===== src/rtl/core/assert_macros.svh =====
// ----------------------------------------------------------------------------
// Assertion macros
// Clocked concurrent assertion wrappers for the RTL.
// ----------------------------------------------------------------------------
`ifndef ASSERT_MACROS_SVH
`define ASSERT_MACROS_SVH

// Check on every rising edge of clk, masked while arst_n is low.
`define SCFR_ASSERT(lbl, prop, msg) \
	lbl: assert property (@(posedge clk) disable iff (!arst_n) prop) else $error(msg);

// Check on every rising edge of clk, reset included.
`define SCFR_ASSERT_ALWAYS(lbl, prop, msg) \
	lbl: assert property (@(posedge clk) prop) else $error(msg);

`endif


===== src/rtl/core/scfr_pkg.sv =====
// ----------------------------------------------------------------------------
// scfr_pkg
// Types and constants of the serial command frame responder.
// ----------------------------------------------------------------------------
`timescale 1ns / 1ps

package scfr_pkg;

	localparam int FRAME_LENGTH = 6;

	localparam logic [7:0] START_MARK         = 8'hF1;
	localparam logic [7:0] END_MARK           = 8'hF2;
	localparam logic [7:0] CMD_WRITE_PORT     = 8'h03;
	localparam logic [7:0] CMD_READ_PORT      = 8'h04;
	localparam logic [7:0] CMD_READ_SAMPLE    = 8'h08;
	localparam logic [7:0] CMD_SELECT_CHANNEL = 8'h09;
	localparam logic [7:0] BASE_RESET         = 8'h23;
	localparam logic [7:0] TAIL_WRITE         = 8'h01;
	localparam logic [7:0] TAIL_NONE          = 8'h00;
	localparam logic [2:0] SCAN_RESET         = 3'd1;

	// Frame byte positions, shared by the parser and the serializer
	localparam logic [2:0] POS_START = 3'd0;
	localparam logic [2:0] POS_ADDR  = 3'd1;
	localparam logic [2:0] POS_KIND  = 3'd2;
	localparam logic [2:0] POS_DATA  = 3'd3;
	localparam logic [2:0] POS_TAIL  = 3'd4;
	localparam logic [2:0] POS_LAST  = 3'(FRAME_LENGTH - 1);
	localparam logic [2:0] POS_END   = 3'(FRAME_LENGTH);

	localparam int QUEUE_DEPTH = 2;
	localparam int QPTR_W      = 1;
	localparam int QCNT_W      = 2;

	typedef struct packed {
		logic [7:0] addr;
		logic [7:0] kind_byte;
		logic [7:0] data_byte;
		logic [7:0] tail_byte;
		logic       pin_drive;
		logic [2:0] scan;
	} reply_t;

	typedef struct packed {
		logic full;
		logic empty;
	} queue_status_t;

endpackage


===== src/rtl/core/scfr_front.sv =====
// ----------------------------------------------------------------------------
// scfr_front
// Frame parser and command executor: stores samples, collects frames,
// applies commands and queues one reply descriptor per answered frame.
// ----------------------------------------------------------------------------
`timescale 1ns / 1ps

module scfr_front #(
	parameter int NUM_CHANNELS = 8
) (
	input  logic                clk,
	input  logic                arst_n,
	input  logic                accept,
	input  logic                mode,
	input  logic [7:0]          rx_byte,
	input  logic [2:0]          sample_channel,
	input  logic [11:0]         sample_value,
	input  logic                pin_level,
	input  logic                cfg_write,
	input  logic [7:0]          cfg_data,
	output logic                push,
	output scfr_pkg::reply_t    push_data
);
	import scfr_pkg::*;

	localparam int         CH_W     = (NUM_CHANNELS > 1) ? $clog2(NUM_CHANNELS) : 1;
	localparam logic [7:0] NUM_CH_B = 8'(NUM_CHANNELS);

	logic [7:0]  base_q;
	logic        in_frame_q;
	logic [2:0]  pos_q;
	logic [7:0]  addr_q;
	logic [7:0]  cmd_q;
	logic [11:0] samples_q [NUM_CHANNELS];
	logic [7:0]  last_reply_q;
	logic        pin_q;
	logic [2:0]  sel_q;

	logic [2:0]  pos_nxt;
	logic        frame_done;
	logic [7:0]  idx;
	logic        hit;
	logic [7:0]  sample_reply;
	logic        pin_nxt;

	assign pos_nxt    = pos_q + 3'd1;
	assign frame_done = accept && !mode && in_frame_q && (pos_nxt == POS_END)
		&& (rx_byte == END_MARK);
	assign idx        = addr_q - base_q;
	assign hit        = idx < NUM_CH_B;

	always_comb begin
		sample_reply = last_reply_q;
		pin_nxt      = pin_q;
		if (hit) begin
			sample_reply = samples_q[idx[CH_W-1:0]][11:4];
			if (idx == 8'd0) begin
				pin_nxt = 1'b1;
			end else if (idx == 8'd1) begin
				pin_nxt = 1'b0;
			end
		end
	end

	always_comb begin
		push                = 1'b0;
		push_data.addr      = addr_q;
		push_data.kind_byte = CMD_READ_PORT;
		push_data.data_byte = {7'd0, pin_level};
		push_data.tail_byte = TAIL_WRITE;
		push_data.pin_drive = pin_q;
		push_data.scan      = sel_q;
		unique case (cmd_q)
			CMD_WRITE_PORT: begin
				push = frame_done;
			end
			CMD_READ_PORT: begin
				push                = frame_done;
				push_data.data_byte = CMD_WRITE_PORT;
				push_data.tail_byte = TAIL_NONE;
			end
			CMD_READ_SAMPLE: begin
				push                = frame_done;
				push_data.kind_byte = CMD_READ_SAMPLE;
				push_data.data_byte = sample_reply;
				push_data.tail_byte = TAIL_NONE;
				push_data.pin_drive = pin_nxt;
			end
			default: begin
				push = 1'b0;
			end
		endcase
	end

	always_ff @(posedge clk or negedge arst_n) begin
		if (!arst_n) begin
			base_q       <= BASE_RESET;
			in_frame_q   <= 1'b0;
			pos_q        <= 3'd0;
			last_reply_q <= 8'd0;
			pin_q        <= 1'b0;
			sel_q        <= SCAN_RESET;
			for (int i = 0; i < NUM_CHANNELS; i++) begin
				samples_q[i] <= 12'd0;
			end
		end else begin
			if (cfg_write) begin
				base_q <= cfg_data;
			end
			if (accept && mode) begin
				if ({5'd0, sample_channel} < NUM_CH_B) begin
					samples_q[CH_W'(sample_channel)] <= sample_value;
				end
			end else if (accept && !in_frame_q) begin
				if (rx_byte == START_MARK) begin
					in_frame_q <= 1'b1;
					pos_q      <= 3'd1;
				end
			end else if (accept) begin
				if (pos_nxt == POS_END) begin
					in_frame_q <= 1'b0;
					pos_q      <= 3'd0;
				end else begin
					pos_q <= pos_nxt;
				end
				// apply command side effects on a well-closed frame
				if (frame_done && cmd_q == CMD_READ_SAMPLE) begin
					last_reply_q <= sample_reply;
					pin_q        <= pin_nxt;
				end
				if (frame_done && cmd_q == CMD_SELECT_CHANNEL && hit) begin
					sel_q <= idx[2:0];
				end
			end
		end
	end

	// frame field bytes need no reset
	always_ff @(posedge clk) begin
		if (accept && !mode && in_frame_q) begin
			if (pos_nxt == 3'd2) begin
				addr_q <= rx_byte;
			end
			if (pos_nxt == 3'd3) begin
				cmd_q <= rx_byte;
			end
		end
	end

endmodule


===== src/rtl/core/scfr_queue.sv =====
// ----------------------------------------------------------------------------
// scfr_queue
// Short reply descriptor queue between the parser and the serializer.
// ----------------------------------------------------------------------------
`timescale 1ns / 1ps

module scfr_queue (
	input  logic                    clk,
	input  logic                    arst_n,
	input  logic                    push,
	input  scfr_pkg::reply_t        push_data,
	input  logic                    pop,
	output scfr_pkg::reply_t        head,
	output scfr_pkg::queue_status_t status
);
	import scfr_pkg::*;

	reply_t              entry_q [QUEUE_DEPTH];
	logic [QPTR_W-1:0]   wr_ptr_q;
	logic [QPTR_W-1:0]   rd_ptr_q;
	logic [QCNT_W-1:0]   count_q;

	assign head         = entry_q[rd_ptr_q];
	assign status.full  = (count_q == QCNT_W'(QUEUE_DEPTH));
	assign status.empty = (count_q == '0);

	always_ff @(posedge clk or negedge arst_n) begin
		if (!arst_n) begin
			wr_ptr_q <= '0;
			rd_ptr_q <= '0;
			count_q  <= '0;
		end else begin
			if (push) begin
				wr_ptr_q <= wr_ptr_q + 1'b1;
			end
			if (pop) begin
				rd_ptr_q <= rd_ptr_q + 1'b1;
			end
			if (push && !pop) begin
				count_q <= count_q + 1'b1;
			end else if (pop && !push) begin
				count_q <= count_q - 1'b1;
			end
		end
	end

	always_ff @(posedge clk) begin
		if (push) begin
			entry_q[wr_ptr_q] <= push_data;
		end
	end

endmodule


===== src/rtl/core/scfr_back.sv =====
// ----------------------------------------------------------------------------
// scfr_back
// Reply serializer: turns one queued descriptor into six output beats.
// ----------------------------------------------------------------------------
`timescale 1ns / 1ps

module scfr_back (
	input  logic                    clk,
	input  logic                    arst_n,
	input  scfr_pkg::reply_t        head,
	input  scfr_pkg::queue_status_t status,
	output logic                    pop,
	output logic                    out_valid,
	input  logic                    out_ready,
	output logic [7:0]              tx_byte,
	output logic                    last_byte,
	output logic                    pin_drive,
	output logic [2:0]              scan_channel
);
	import scfr_pkg::*;

	reply_t     cur_q;
	logic       busy_q;
	logic [2:0] beat_q;
	logic       beat_done;

	assign beat_done = busy_q && out_ready;
	assign pop       = !status.empty && (!busy_q || (beat_done && beat_q == POS_LAST));

	assign out_valid    = busy_q;
	assign last_byte    = (beat_q == POS_LAST);
	assign pin_drive    = cur_q.pin_drive;
	assign scan_channel = cur_q.scan;

	always_comb begin
		unique case (beat_q)
			POS_START: tx_byte = START_MARK;
			POS_ADDR:  tx_byte = cur_q.addr;
			POS_KIND:  tx_byte = cur_q.kind_byte;
			POS_DATA:  tx_byte = cur_q.data_byte;
			POS_TAIL:  tx_byte = cur_q.tail_byte;
			default:   tx_byte = END_MARK;
		endcase
	end

	always_ff @(posedge clk or negedge arst_n) begin
		if (!arst_n) begin
			busy_q <= 1'b0;
			beat_q <= POS_START;
		end else if (pop) begin
			busy_q <= 1'b1;
			beat_q <= POS_START;
		end else if (beat_done) begin
			if (beat_q == POS_LAST) begin
				busy_q <= 1'b0;
				beat_q <= POS_START;
			end else begin
				beat_q <= beat_q + 3'd1;
			end
		end
	end

	// descriptor holds while its beats go out
	always_ff @(posedge clk) begin
		if (pop) begin
			cur_q <= head;
		end
	end

endmodule


===== src/rtl/core/serial_command_frame_responder.sv =====
// ----------------------------------------------------------------------------
// serial_command_frame_responder
// Collects six-byte command frames from serial bytes and answers them with
// six-byte reply frames; also stores converter samples per channel.
// ----------------------------------------------------------------------------
// channel | direction | handshake            | payload
// in      | sink      | in_valid / in_ready  | mode rx_byte sample_channel sample_value pin_level
// out     | source    | out_valid / out_ready| tx_byte last_byte pin_drive scan_channel
// cfg     | sink      | cfg_valid / cfg_ready| cfg_data (channel base address)
//
// An input beat is taken every cycle while the two-entry reply queue has room.
// A command is applied in the cycle its closing byte is taken; each reply then
// leaves as six beats, one per cycle while out_ready is high, from the
// serializer register. Input stalls only when two replies wait behind the one
// going out. Reset clears samples, control state and the queue at once.
// ----------------------------------------------------------------------------
`timescale 1ns / 1ps
`include "assert_macros.svh"

module serial_command_frame_responder #(
	parameter int NUM_CHANNELS = 8
) (
	input  logic        clk,
	input  logic        arst_n,
	input  logic        in_valid,
	output logic        in_ready,
	input  logic        mode,
	input  logic [7:0]  rx_byte,
	input  logic [2:0]  sample_channel,
	input  logic [11:0] sample_value,
	input  logic        pin_level,
	output logic        out_valid,
	input  logic        out_ready,
	output logic [7:0]  tx_byte,
	output logic        last_byte,
	output logic        pin_drive,
	output logic [2:0]  scan_channel,
	input  logic        cfg_valid,
	output logic        cfg_ready,
	input  logic [7:0]  cfg_data
);
	import scfr_pkg::*;

	logic          accept;
	logic          push;
	logic          pop;
	reply_t        push_data;
	reply_t        head;
	queue_status_t q_stat;

	assign in_ready  = !q_stat.full;
	assign cfg_ready = 1'b1;
	assign accept    = in_valid && in_ready;

	scfr_front #(
		.NUM_CHANNELS(NUM_CHANNELS)
	) u_front (
		.clk           (clk),
		.arst_n        (arst_n),
		.accept        (accept),
		.mode          (mode),
		.rx_byte       (rx_byte),
		.sample_channel(sample_channel),
		.sample_value  (sample_value),
		.pin_level     (pin_level),
		.cfg_write     (cfg_valid && cfg_ready),
		.cfg_data      (cfg_data),
		.push          (push),
		.push_data     (push_data)
	);

	scfr_queue u_queue (
		.clk      (clk),
		.arst_n   (arst_n),
		.push     (push),
		.push_data(push_data),
		.pop      (pop),
		.head     (head),
		.status   (q_stat)
	);

	scfr_back u_back (
		.clk         (clk),
		.arst_n      (arst_n),
		.head        (head),
		.status      (q_stat),
		.pop         (pop),
		.out_valid   (out_valid),
		.out_ready   (out_ready),
		.tx_byte     (tx_byte),
		.last_byte   (last_byte),
		.pin_drive   (pin_drive),
		.scan_channel(scan_channel)
	);

	`SCFR_ASSERT(a_sample_no_reply, (accept && mode |-> !push), "sample update queued a reply")
	`SCFR_ASSERT(a_frame_contiguous, (out_valid && out_ready && !last_byte |=> out_valid), "reply frame broken up")
	`SCFR_ASSERT(a_idle_after_last, (out_valid && out_ready && last_byte && q_stat.empty && !push |=> !out_valid), "beat shown with nothing queued")
	`SCFR_ASSERT_ALWAYS(a_reset_quiet, (!arst_n |-> !out_valid), "output valid during reset")

endmodule


===== config.mk =====
export PLATFORM = sky130hd
export DESIGN_NAME = serial_command_frame_responder
export DESIGN_NICKNAME = d
export VERILOG_FILES = /design/src/rtl/core/scfr_pkg.sv /design/src/rtl/core/scfr_front.sv /design/src/rtl/core/scfr_queue.sv /design/src/rtl/core/scfr_back.sv /design/src/rtl/core/serial_command_frame_responder.sv
export VERILOG_INCLUDE_DIRS = /design/src /design/src/rtl/core
export SDC_FILE = /design/constraint.sdc
export NUM_CORES = 1
export LEC_CHECK = 0
export ABC_AREA = 1
export BUFFER_PORTS_ARGS = -buffer_cell sky130_fd_sc_hd__buf_4
export CELL_PAD_IN_SITES_DETAIL_PLACEMENT = 0
export CELL_PAD_IN_SITES_GLOBAL_PLACEMENT = 1
export CORE_MARGIN = 3
export CORE_UTILIZATION = 45
export CTS_BUF_LIST = sky130_fd_sc_hd__clkbuf_16
export DETAILED_ROUTE_END_ITERATION = 8
export PLACE_DENSITY_LB_ADDON = 0.3
export SLEW_MARGIN = 20
export SYNTH_ARGS = -nofsm -noshare
export SYNTH_HDL_FRONTEND = slang
export SYNTH_SLANG_ARGS = --single-unit

===== constraint.sdc =====
create_clock -name clk -period 5.8 [get_ports clk]
set_input_delay 1.16 -clock clk [delete_from_list [all_inputs] [get_ports clk]]
set_output_delay 1.16 -clock clk [all_outputs]
set_load 0.01 [all_outputs]

==> tab_implementation.tex <==
\begin{tabular}{lr}
\hline
Metric & Value \\
\hline
\multicolumn{2}{l}{\textbf{STA}} \\
\quad Minimum period implied by the final worst setup slack & 3.38 ns \\
\quad Setup repair after global routing missed its margin & no \\
\quad Count of pins over their slew limit & 0 \\
\quad Fin Clk Skew & 0.0169 ns \\
\quad Setup tns final & 0 ns \\
\quad Worst-Margin Slew & 0.993 ns \\
\quad Final-report hold violation count & 0 \\
\quad Worst slew margin relative to its limit & 33.3\% \\
\quad Final setup viols & 0 \\
\quad Maximum clock frequency & 296 MHz \\
\quad Fin crit share & 58.3\% \\
\multicolumn{2}{l}{\textbf{Pwr}} \\
\quad Portion of total power attributed to the clock network & 30.4\% \\
\quad Int Power & 2.69 mW \\
\quad Sw power & 1.17 mW \\
\quad Static power due to leakage & 4.09 nW \\
\quad Net switching share of the total power & 30.4\% \\
\quad Combinational share of power & 25.2\% \\
\quad Overall Power & 3.86 mW \\
\quad Maximum resistive drop on vdd & 0.000300 V \\
\quad Part of the power in registers & 44.3\% \\
\quad Pwr/cell area & 409 mW/mm\^{}2 \\
\multicolumn{2}{l}{\textbf{Clocking}} \\
\quad Clock slew seen by the registers of the worst setup and hold paths & 0.07 ns \\
\quad Clock Latency Late Sink & 0.43 ns \\
\quad Post-cts gate resize count & 0 \\
\quad Clock Root Buffer & clkbuf\_16 \\
\quad H-Tree Depth & 4 \\
\quad Count of hold-fix buffers inserted at cts & 0 \\
\quad Clock sink count & 181 \\
\quad Clock tree from TritonCTS & built \\
\quad Number of buffers added for setup after CTS & 0 \\
\quad Number of buffers added by the clock tree synthesis step & 17 \\
\quad Largest buffer count on any clock path & 2 \\
\multicolumn{2}{l}{\textbf{Logic synthesis}} \\
\quad Largest area contributor in the synthesized netlist & edfxtp\_1 \\
\quad Main area contributors after synthesis & edfxtp\_1, dfrtp\_1, nand2\_1 \\
\quad Async set-or-reset flop fraction in the synthesized netlist & 53.0\% \\
\quad Instance count of the mapped netlist & 794 \\
\quad Share of synthesized area occupied by flip-flops and latches & 60.2\% \\
\quad Count of state elements after synthesis & 181 \\
\quad Share of the synthesized area in the top cell type & 31.0\% \\
\quad Netlist cell types & 42 \\
\quad Count of flip-flops with a built-in enable after synthesis & 85 \\
\quad Net count of the mapped netlist & 846 \\
\quad Dominant register cell in the synthesized netlist & dfrtp\_1 \\
\quad Combined area of all synthesized cells & 0.00824 sq mm \\
\quad Avg Cell Area, Syn & 10.4 sq um \\
\quad Yosys warning total & 0 \\
\multicolumn{2}{l}{\textbf{Layout}} \\
\quad Layout filler cell count & 1,544 \\
\quad Ant. Diodes & 0 \\
\quad FF+latch area & 0.00496 sq mm \\
\quad Layout cells sized above 1 & 18.1\% \\
\quad Commonest non-fill, non-tap cells in the layout & nand2\_1, dfrtp\_1, inv\_1, edfxtp\_1, o21ai\_0 \\
\quad Number of nets in the final layout & 891 \\
\quad Most common cell after layout, fill and taps aside & nand2\_1 \\
\quad Layout overhead on the synthesized area & 14.5\% \\
\quad Multi-input gate area & 0.00284 sq mm \\
\multicolumn{2}{l}{\textbf{Drt}} \\
\quad Drc violations & 0 \\
\quad Violation count after the first detailed-route iteration & 277 \\
\quad Drt pass-1 iters & 4 \\
\quad Total Wirelength & 16,400 um \\
\quad Overall via count from detail\_route & 5,525 \\
\quad Ratio of routed vias to standard cells & 5.13 \\
\quad Number of nets still failing antenna checks after routing & 0 \\
\quad Wire length per cell & 15.2 um \\
\multicolumn{2}{l}{\textbf{Worst hold path}} \\
\quad Hold EP & u\_queue.entry\_q[1][2] \\
\quad Worst hold path class & flop to flop \\
\quad Hold Crit Start & u\_front.sel\_q[2] \\
\quad Cells on Worst Hold Path & 0 \\
\multicolumn{2}{l}{\textbf{Place}} \\
\quad GPL Wtd Cong & 0.876 \\
\quad Half-perimeter wire length after placement & 11,500 um \\
\quad Count of input and output buffers & 48 \\
\multicolumn{2}{l}{\textbf{Setup path}} \\
\quad Startpoint of the most critical register-to-register path & u\_front.addr\_q[0] \\
\quad Cell breakdown of the critical path & inv\_1 > ha\_1 > fa\_1 > inv\_1 > nor2\_2 > inv\_1 > o211ai\_1 > nand2\_1 > nand4\_1 > nand2\_1 > nor2\_1 \\
\quad Cell repeated most along the worst path & inv\_1 \\
\quad Startpoint types & flop \\
\quad Crit Path Category & flop to flop \\
\quad Reg-to-reg critical path endpoint & u\_queue.entry\_q[1][19] \\
\quad Arrival time at the worst endpoint & 3.65 ns \\
\quad Worst Reg2Reg Path Length in Cells & 11 \\
\quad Critical path buffer and inverter count & 3 \\
\quad Top cell family by delay on the critical path & simple AND/OR/NAND/NOR gates \\
\quad Library cell contributing the largest single delay on the critical path & fa\_1 \\
\quad Internal reg-to-reg setup slack & 2.42 ns \\
\quad Critical path peak fanout & 15 \\
\quad Max stage delay on crit path & 0.71 ns \\
\quad Number of stages on the worst setup path & 11 \\
\quad Critical Path RT & 6.07 ns \\
\quad Type of destination of the critical path & flop \\
\multicolumn{2}{l}{\textbf{Run status}} \\
\quad Run status & finished, final reports clean \\
\multicolumn{2}{l}{\textbf{Global route}} \\
\quad Largest net degree at the start of global routing & 56 \\
\quad Total congestion overflow & 0 \\
\quad Initial antenna violation count & 0 \\
\quad Total GRT Usage & 17.3\% \\
\quad Global-route wire length before repair & 27,000 um \\
\quad Vias in the first global route & 5,382 \\
\multicolumn{2}{l}{\textbf{Die}} \\
\quad Starting density of the core & 46.8\% \\
\quad Core area & 0.0176 sq mm \\
\quad Die footprint & 0.0200 sq mm \\
\quad Die H & 141 um \\
\quad Rows & 48 \\
\quad Boundary pin count & 54 \\
\quad X dimension of the die & 141 um \\
\multicolumn{2}{l}{\textbf{Flow run}} \\
\quad Max cap viols & 0 \\
\hline
\end{tabular}
[final cells by class]
class	instances	share of cell area (%)
clock inverter	13	1.47
multi-input combinational	498	30.1
timing repair buffer	54	4.30
inverter	87	3.46
tap	225	2.99
sequential	181	52.6
clock buffer	19	5.04
[power by group through the flow]
stage | combinational, mW | clock [mW] | sequential (mW)
after floorplan | 0.681 | 0 | 1.71
after global placement | 0.952 | 0 | 1.72
after detailed placement | 0.977 | 0 | 1.74
after CTS | 0.982 | 1.20 | 1.71
after global routing | 1.12 | 1.26 | 1.74
final | 0.974 | 1.18 | 1.71
[kinds of logic after synthesis]
| logic type | count (synthesis) | share of synthesized area, % |
|---|---|---|
| AND/OR/NAND/NOR | 328 | 18.0 |
| flip-flops | 181 | 60.2 |
| buffers and inverters | 115 | 5.67 |
| AO/OA/AOI/OAI | 106 | 7.28 |
| multiplexers | 43 | 5.88 |
| adder cells (fa/ha/maj) | 14 | 2.22 |
| XOR/XNOR | 6 | 0.638 |
| other | 1 | 0.0455 |
[worst max-delay path by stage]
stage	startpoint	end	slack (ns)
after floorplan	rx_byte[3]	u_queue.entry_q[1][0]	2.53
after global placement	u_front.addr_q[0]	u_queue.entry_q[0][14]	2.12
after detailed placement	u_front.addr_q[0]	u_queue.entry_q[0][14]	2.09
after CTS	u_front.addr_q[0]	u_queue.entry_q[0][14]	2.06
after global routing	u_front.addr_q[0]	u_queue.entry_q[0][12]	2.10
final	u_front.addr_q[0]	u_queue.entry_q[1][19]	2.42
[metrics by stage]
stage	hold WS, ns	util, %	setup WS [ns]	area [sq um]	cells
2_1_floorplan	0.442	-	2.53	8240	794
3_3_place_gp	0.472	49.9	2.12	8790	1045
3_5_place_dp	0.483	50.0	2.09	8790	1045
4_1_cts	0.492	53.5	2.06	9410	1077
5_1_grt	0.510	53.6	2.10	9430	1077
6_report	0.495	53.6	2.42	9430	1077
[cell usage after synthesis, types with 10 or more instances]
| library cell | number |
|---|---|
| dfrtp_1 | 92 |
| mux2_2 | 43 |
| ha_1 | 13 |
| inv_1 | 84 |
| o211ai_1 | 16 |
| o21ai_0 | 56 |
| edfxtp_1 | 85 |
| nor2_1 | 35 |
| nand2_1 | 218 |
| nand3_1 | 35 |
| buf_2 | 10 |
| nand4_1 | 12 |
| a21oi_1 | 22 |
| clkbuf_1 | 11 |
[sequential cells by signal, indices dropped and copies added, names as in the netlist]
register	flops
u_queue.rd_ptr_q	1
u_back.beat_q	3
u_back.scan_channel	3
u_front.cmd_q	8
u_front.pin_q	1
u_front.samples_q	64
u_back.pin_drive	1
u_front.sel_q	3
u_back.out_valid	1
u_back.cur_q	19
u_queue.wr_ptr_q	1
u_front.last_reply_q	8
u_queue.entry_q	46
u_front.pos_q	3
u_queue.count_q	2
u_front.base_q	8
u_front.addr_q	8
u_front.in_frame_q	1
[metal layers]
layer / global-route usage, % / vias up / routed length [um]
met3: 4.15 / 19 / 743
li1: - / 2741 / -
met5: 0 / - / 0
met4: 6.22 / 0 / 231
met2: 27.4 / 117 / 7790
met1: 23.3 / 2648 / 7650
Note: power is estimated with default switching activity, not from simulation.
